File: src/rtl/f2p_pkg.sv
// Package for the float32 to PCM encoder: payload structs, format codes and
// full-scale constants. No dependencies.
package f2p_pkg;

  typedef struct packed {
    logic [31:0] sample_bits;
    logic        last_sample;
  } in_item_t;

  typedef struct packed {
    logic [31:0] packed_bytes;
    logic [2:0]  byte_count;
    logic        last_out;
  } out_item_t;

  typedef enum logic [2:0] {
    FMT_I16_LE = 3'd0,
    FMT_I16_BE = 3'd1,
    FMT_I24_LE = 3'd2,
    FMT_I24_BE = 3'd3,
    FMT_I32_LE = 3'd4,
    FMT_I32_BE = 3'd5,
    FMT_F32_LE = 3'd6,
    FMT_F32_BE = 3'd7
  } fmt_t;

  localparam logic [30:0] FULL16 = 31'h0000_7fff;
  localparam logic [30:0] FULL24 = 31'h007f_ffff;
  localparam logic [30:0] FULL32 = 31'h7fff_ffff;

  // Decode stage to multiply stage.
  typedef struct packed {
    logic [31:0] bits;
    logic        last;
    fmt_t        fmt;
    logic [23:0] mant;
    logic [30:0] full;
    logic [5:0]  shift;
    logic        zero;
    logic        sat;
  } dec_t;

  // Multiply stage to round stage.
  typedef struct packed {
    logic [31:0] bits;
    logic        last;
    fmt_t        fmt;
    logic [54:0] prod;
    logic [30:0] full;
    logic [5:0]  shift;
    logic        zero;
    logic        sat;
  } mul_t;

endpackage

File: src/rtl/float_to_pcm_encoder_top.sv
// Top level of the float32 to PCM encoder: decode stage, multiply and round
// stages. Uses f2p_pkg, f2p_pipe_ctl, f2p_mul and f2p_round.
//
//   channel  ports                      role
//   in       in_valid/in_ready/in_data  float sample transaction
//   out      out_valid/out_ready/out_data packed PCM transaction
//   cfg      cfg_we/cfg_wdata           output format register
//
// One transaction per cycle unless the output stalls; registers: decode,
// multiply, round and pack. The 24 by 31 bit multiplier sets the depth.
// Reset is synchronous and clears the valid bits and the format to int16 LE.
// A stall at the output holds every full stage; nothing is lost or repeated.
module float_to_pcm_encoder_top (
  input  logic                clk,
  input  logic                rst_n,
  input  logic                in_valid,
  output logic                in_ready,
  input  f2p_pkg::in_item_t   in_data,
  output logic                out_valid,
  input  logic                out_ready,
  output f2p_pkg::out_item_t  out_data,
  input  logic                cfg_we,
  input  logic [2:0]          cfg_wdata
);
  f2p_pkg::fmt_t fmt_r;
  f2p_pkg::dec_t dec_r;
  f2p_pkg::dec_t dec_nxt;
  f2p_pkg::mul_t mul_data;
  logic          dec_valid;
  logic          dec_ready;
  logic          mul_valid;
  logic          mul_ready;
  logic          load;
  logic [7:0]    expo;

  always_ff @(posedge clk) begin
    if (!rst_n) begin
      fmt_r <= f2p_pkg::FMT_I16_LE;
    end else if (cfg_we) begin
      fmt_r <= f2p_pkg::fmt_t'(cfg_wdata);
    end
  end

  f2p_pipe_ctl u_dec_ctl (
    .clk(clk), .rst_n(rst_n), .up_valid(in_valid), .up_ready(in_ready),
    .dn_valid(dec_valid), .dn_ready(dec_ready), .load(load)
  );

  always_comb begin
    expo         = in_data.sample_bits[30:23];
    dec_nxt.bits = in_data.sample_bits;
    dec_nxt.last = in_data.last_sample;
    dec_nxt.fmt  = fmt_r;
    dec_nxt.mant = {1'b1, in_data.sample_bits[22:0]};
    if (fmt_r == f2p_pkg::FMT_I16_LE || fmt_r == f2p_pkg::FMT_I16_BE) begin
      dec_nxt.full = f2p_pkg::FULL16;
    end else if (fmt_r == f2p_pkg::FMT_I24_LE || fmt_r == f2p_pkg::FMT_I24_BE) begin
      dec_nxt.full = f2p_pkg::FULL24;
    end else begin
      dec_nxt.full = f2p_pkg::FULL32;
    end
    dec_nxt.sat  = expo >= 8'd127 && expo != 8'hff;
    dec_nxt.zero = expo == 8'd0 || expo < 8'd95 ||
                   (expo == 8'hff && in_data.sample_bits[22:0] != 23'd0);
    if (expo == 8'hff && in_data.sample_bits[22:0] == 23'd0) begin
      dec_nxt.sat = 1'b1;
    end
    dec_nxt.shift = 6'(8'd150 - expo);
  end

  always_ff @(posedge clk) begin
    if (load) begin
      dec_r <= dec_nxt;
    end
  end

  f2p_mul u_mul (
    .clk(clk), .rst_n(rst_n), .up_valid(dec_valid), .up_ready(dec_ready),
    .up_data(dec_r), .dn_valid(mul_valid), .dn_ready(mul_ready),
    .dn_data(mul_data)
  );

  f2p_round u_round (
    .clk(clk), .rst_n(rst_n), .up_valid(mul_valid), .up_ready(mul_ready),
    .up_data(mul_data), .dn_valid(out_valid), .dn_ready(out_ready),
    .dn_data(out_data)
  );

  a_ready_when_empty: assert property (@(posedge clk) disable iff (!rst_n)
    !dec_valid |-> in_ready) else $error("input stalled with empty stage");
  a_count_legal: assert property (@(posedge clk) disable iff (!rst_n)
    out_valid |-> (out_data.byte_count == 3'd2 || out_data.byte_count == 3'd3 ||
                   out_data.byte_count == 3'd4)) else $error("bad byte count");
  a_upper_zero: assert property (@(posedge clk) disable iff (!rst_n)
    out_valid && out_data.byte_count == 3'd2 |-> out_data.packed_bytes[31:16] == 16'd0)
    else $error("unused lanes not zero");
endmodule

File: src/rtl/f2p_pipe_ctl.sv
// Pipeline control for one stage: valid register and enable, with the stall
// travelling back. Depends on nothing.
module f2p_pipe_ctl (
  input  logic clk,
  input  logic rst_n,
  input  logic up_valid,
  output logic up_ready,
  output logic dn_valid,
  input  logic dn_ready,
  output logic load
);
  logic valid_r;
  assign up_ready = !valid_r || dn_ready;
  assign load     = up_valid && up_ready;
  assign dn_valid = valid_r;
  always_ff @(posedge clk) begin
    if (!rst_n) begin
      valid_r <= 1'b0;
    end else if (up_ready) begin
      valid_r <= up_valid;
    end
  end
endmodule

File: src/rtl/f2p_mul.sv
// Multiply stage: mantissa times full scale, registered. Uses f2p_pkg and
// f2p_pipe_ctl.
module f2p_mul (
  input  logic          clk,
  input  logic          rst_n,
  input  logic          up_valid,
  output logic          up_ready,
  input  f2p_pkg::dec_t up_data,
  output logic          dn_valid,
  input  logic          dn_ready,
  output f2p_pkg::mul_t dn_data
);
  logic          load;
  f2p_pkg::mul_t data_r;
  f2p_pipe_ctl u_ctl (
    .clk(clk), .rst_n(rst_n), .up_valid(up_valid), .up_ready(up_ready),
    .dn_valid(dn_valid), .dn_ready(dn_ready), .load(load)
  );
  always_ff @(posedge clk) begin
    if (load) begin
      data_r.bits  <= up_data.bits;
      data_r.last  <= up_data.last;
      data_r.fmt   <= up_data.fmt;
      data_r.prod  <= up_data.mant * up_data.full;
      data_r.full  <= up_data.full;
      data_r.shift <= up_data.shift;
      data_r.zero  <= up_data.zero;
      data_r.sat   <= up_data.sat;
    end
  end
  assign dn_data = data_r;
endmodule

File: src/rtl/f2p_round.sv
// Round and pack stage: shift, round half to even, negate, byte order.
// Uses f2p_pkg and f2p_pipe_ctl.
module f2p_round (
  input  logic              clk,
  input  logic              rst_n,
  input  logic              up_valid,
  output logic              up_ready,
  input  f2p_pkg::mul_t     up_data,
  output logic              dn_valid,
  input  logic              dn_ready,
  output f2p_pkg::out_item_t dn_data
);
  logic               load;
  f2p_pkg::out_item_t data_r;
  f2p_pkg::out_item_t data_nxt;
  logic [54:0] q;
  logic [54:0] rem;
  logic [54:0] half;
  logic [54:0] mask;
  logic [31:0] mag;
  logic [31:0] val;
  logic [31:0] v;

  f2p_pipe_ctl u_ctl (
    .clk(clk), .rst_n(rst_n), .up_valid(up_valid), .up_ready(up_ready),
    .dn_valid(dn_valid), .dn_ready(dn_ready), .load(load)
  );

  always_comb begin
    q    = up_data.prod >> up_data.shift;
    mask = (55'd1 << up_data.shift) - 55'd1;
    rem  = up_data.prod & mask;
    half = 55'd1 << (up_data.shift - 6'd1);
    mag  = q[31:0];
    if (rem > half || (rem == half && q[0])) begin
      mag = q[31:0] + 32'd1;
    end
    if (up_data.sat) begin
      mag = {1'b0, up_data.full};
    end
    if (up_data.zero) begin
      mag = 32'd0;
    end
    val = up_data.bits[31] ? (32'd0 - mag) : mag;
    data_nxt.last_out = up_data.last;
    unique case (up_data.fmt)
      f2p_pkg::FMT_I16_LE: begin
        v = {16'd0, val[15:0]};
        data_nxt.byte_count = 3'd2;
      end
      f2p_pkg::FMT_I16_BE: begin
        v = {16'd0, val[7:0], val[15:8]};
        data_nxt.byte_count = 3'd2;
      end
      f2p_pkg::FMT_I24_LE: begin
        v = {8'd0, val[23:0]};
        data_nxt.byte_count = 3'd3;
      end
      f2p_pkg::FMT_I24_BE: begin
        v = {8'd0, val[7:0], val[15:8], val[23:16]};
        data_nxt.byte_count = 3'd3;
      end
      f2p_pkg::FMT_I32_LE: begin
        v = val;
        data_nxt.byte_count = 3'd4;
      end
      f2p_pkg::FMT_I32_BE: begin
        v = {val[7:0], val[15:8], val[23:16], val[31:24]};
        data_nxt.byte_count = 3'd4;
      end
      f2p_pkg::FMT_F32_LE: begin
        v = up_data.bits;
        data_nxt.byte_count = 3'd4;
      end
      default: begin
        v = {up_data.bits[7:0], up_data.bits[15:8], up_data.bits[23:16],
             up_data.bits[31:24]};
        data_nxt.byte_count = 3'd4;
      end
    endcase
    data_nxt.packed_bytes = v;
  end

  always_ff @(posedge clk) begin
    if (load) begin
      data_r <= data_nxt;
    end
  end
  assign dn_data = data_r;
endmodule

File: config.mk
export PLATFORM = sky130hd
export DESIGN_NAME = float_to_pcm_encoder_top
export DESIGN_NICKNAME = d
export VERILOG_FILES = /design/src/rtl/f2p_pkg.sv /design/src/rtl/float_to_pcm_encoder_top.sv /design/src/rtl/f2p_pipe_ctl.sv /design/src/rtl/f2p_mul.sv /design/src/rtl/f2p_round.sv
export SDC_FILE = /design/constraint.sdc
export NUM_CORES = 2
export LEC_CHECK = 0
export BUFFER_PORTS_ARGS = -buffer_cell sky130_fd_sc_hd__clkbuf_2
export CORE_MARGIN = 2
export CORE_UTILIZATION = 66
export CTS_CLUSTER_DIAMETER = 150
export CTS_CLUSTER_SIZE = 8
export DETAILED_ROUTE_END_ITERATION = 10
export GPL_TIMING_DRIVEN = 1
export PLACE_DENSITY = 0.89
export SLEW_MARGIN = 30
export SYNTH_ARGS = -nofsm -noshare
export SYNTH_HDL_FRONTEND = slang
export SYNTH_SLANG_ARGS = --single-unit
export TNS_END_PERCENT = 50
File: constraint.sdc
create_clock -name clk -period 9.7 [get_ports clk]
set_input_delay 0.97 -clock clk [delete_from_list [all_inputs] [get_ports clk]]
set_output_delay 0.97 -clock clk [all_outputs]
set_load 0.02 [all_outputs]
==> summary.txt <==
Synthesis
  – Commonest cells post-synth: 446 x inv_1, 393 x fa_1, 251 x ha_1
  – Async set-reset flop share out of synthesis: 0%
  – Sequential cell area fraction in the yosys report: 18.3%
  – Mapped Area: 0.0302 mm²
  – Top cell type's share of synthesized area: 26.1%
  – Synthesized Nets: 3678
  – #FFs+latches synth: 186
  – Synth Area per Inst: 10.1 µm²
  – Main synth FF type: edfxtp_1
  – Number of synthesized flops with an enable pin: 180
  – Leading area contributor after synthesis: fa_1
  – Cells after synthesis: 2993
  – Yosys warns: 0
  – Main area contributors after synthesis: fa_1 26%, edfxtp_1 18%, ha_1 10%
  – Top-count cell post-synth: inv_1
  – Synth cell types: 110

CTS
  – Clock tree buffer depth: 2
  – Clock tree root driver cell: clkbuf_16
  – Hold Buf Count CTS: 0
  – TritonCTS Sinks: 186
  – CTS Buf Count: 17
  – Post CTS Setup Buffer Count: 0
  – Reg clk slew, reported paths: 0.09 ns
  – CTS HTree Levels: 4
  – Cts repair resizes: 0
  – TritonCTS clock tree: built
  – Worst skew pair latency: 0.46 ns

Detailed routing
  – Avg WL per Cell: 27.7 µm
  – Via count: 25700
  – Vias per Instance: 7.07
  – Initial drt markers: 3953
  – Drt drc: 0
  – Final wirelength: 101 mm
  – Remaining antenna violation count: 0
  – Pre-antenna DRT Iters: 6

Worst setup path
  – Critical path class: reg2reg
  – Crit path launch type: flop
  – CP most frequent cell: fa_1
  – Largest stage delay on the critical path: 0.81 ns
  – Worst path bufs/invs: 2
  – CP max stage cell: fa_1
  – Worst path top cell family by delay: adder cells
  – Worst-path maximum fanout: 16
  – WP data required: 9.91 ns
  – Setup crit end kind: flop
  – Worst Path Arrival: 9.12 ns

STA
  – Unrepaired setup endpoints after global routing: no
  – Max-slew violation count: 0
  – Total negative setup slack: 0 ns
  – Endpoints failing setup: 0
  – Final Hold Viols: 0
  – Post-layout min period: 8.91 ns
  – Clock Skew: 0.0194 ns
  – Final Cycle Share: 91.8%
  – Fmax: 112 MHz
  – Min setup slack post-route: 0.792 ns
  – Slew at the pin closest to its max-slew limit: 1.05 ns
  – Relative max-transition margin: 29.7%

Cells and area
  – Final net count: 3711
  – Diode count: 0
  – Design area: 0.0318 mm²
  – Share of layout cells above drive strength 1: 11.0%
  – P&R area growth vs syn: 5.43%

Floorplan
  – Core ar.: 0.0453 mm²
  – Die Y: 218 µm
  – Die Wd: 218 µm
  – Boundary pin count: 79
  – Num rows: 78
  – Die area: 0.0475 mm²
  – Initial Utilization: 66.7%

Place
  – Place WS: 0.991 ns
  – Buffers on Ports: 78
  – Placement Cell Area: 0.0312 mm²
  – Hpwl dp: 80.0 mm
  – GP Congestion: 1.08

Job
  – Max-Cap Viols: 0

Global routing
  – GRT Resource Usage Total: 43.1%
  – Most Used Layer, Global Route: met2
  – Vias in the first global route: 26600
  – First-pass GRT wire length: 155 mm
  – Largest net degree at the start of global routing: 119
  – Met1 Use GR: 53.7%
  – Grt met2 use: 67.4%
  – GRT overflow: 0
  – Met3 usage in global routing: 10.8%
  – Initial antenna violation count: 3

Outcome
  – Outcome: completed

Hold path
  – Hold crit path type: reg2reg
cells by family (layout without fill, tap and decap cells):
kind of cell               Yosys count  in the layout  synth area share (%)
and+or+nand+nor                    731            731                  12.1
adders and majority gates          644            644                  36.5
AOI/OAI and AO/OA                  585            585                  13.6
buffers and inverters              579            625                  7.75
DFF                                186            186                  18.3
muxes                              171            171                  8.97
xor gates and xnor gates            97             97                  2.81
state kept, by name (all words and copies together), names as in the netlist:
register,flops
u_dec_ctl.dn_valid,1
u_round.dn_data,36
dec_r,45
u_mul.u_ctl.dn_valid,1
u_mul.dn_data,99
u_round.u_ctl.dn_valid,1
fmt_r,3
metrics by stage:
stage                     instances  util [%]  hold WS, ns
final                          3639      70.3        0.425
after global routing           3639      70.3        0.441
after CTS                      3638      70.3        0.426
after detailed placement       3606      69.0        0.405
after global placement         3606      69.0        0.403
after floorplan                2993         -        0.400
layer usage:
layer  up-vias  part of all wire, %  wire length (µm)
li1      10600                    -                 -
met1     12400                   34             33900
met2      2151                   46             46100
met3       559                   13             12800
met4         2                  7.9              7930
met5         -                0.011                11
placed cells by master (no fill, tap or decap), types with 17 or more instances in the layout:
cell type	instances
mux4_2	74
clkbuf_16	17
nor4_1	20
nand4_1	35
xor2_1	33
fa_1	393
buf_4	62
xnor2_1	64
ha_1	251
o21a_1	30
nor2_1	148
o31ai_1	21
and2_1	72
a211oi_1	20
and3_1	28
nand2_1	210
nor3_1	47
nand3_1	67
a21o_1	40
a22oi_1	21
inv_1	446
a31oi_1	23
nor2b_1	29
mux2i_1	53
mux2_2	39
clkbuf_2	78
o211ai_1	22
o21ai_0	95
edfxtp_1	180
nand2b_1	20
a21oi_1	121
path summary, 6_finish.rpt:
| check | slack (ns) | start | depth (start not counted) | endpoint |
|---|---|---|---|---|
| setup / recovery | 0.79 | dec_r[30]$_SDFFCE_PP0P_ | 25 | u_mul.dn_data[92]$_DFFE_PP_ |
| hold / removal | 0.42 | dec_r[65]$_DFFE_PP_ | 0 | u_mul.dn_data[96]$_DFFE_PP_ |
| setup reg to reg | 0.79 | dec_r[30]$_SDFFCE_PP0P_ | 25 | u_mul.dn_data[92]$_DFFE_PP_ |
| hold reg to reg | 0.42 | dec_r[65]$_DFFE_PP_ | 0 | u_mul.dn_data[96]$_DFFE_PP_ |
layout make-up:
class	instances	area (µm²)
flip-flops and latches	186	5530
inverters	450	1690
well taps	600	751
clock buffers	18	429
repair buffers	143	923
fillers	3135	13400
clock inverters	14	151
multi-input cells	2228	22400
Power is not shown: default switching activity piles up to over one toggle a cycle in this logic, so the estimate is an artifact.
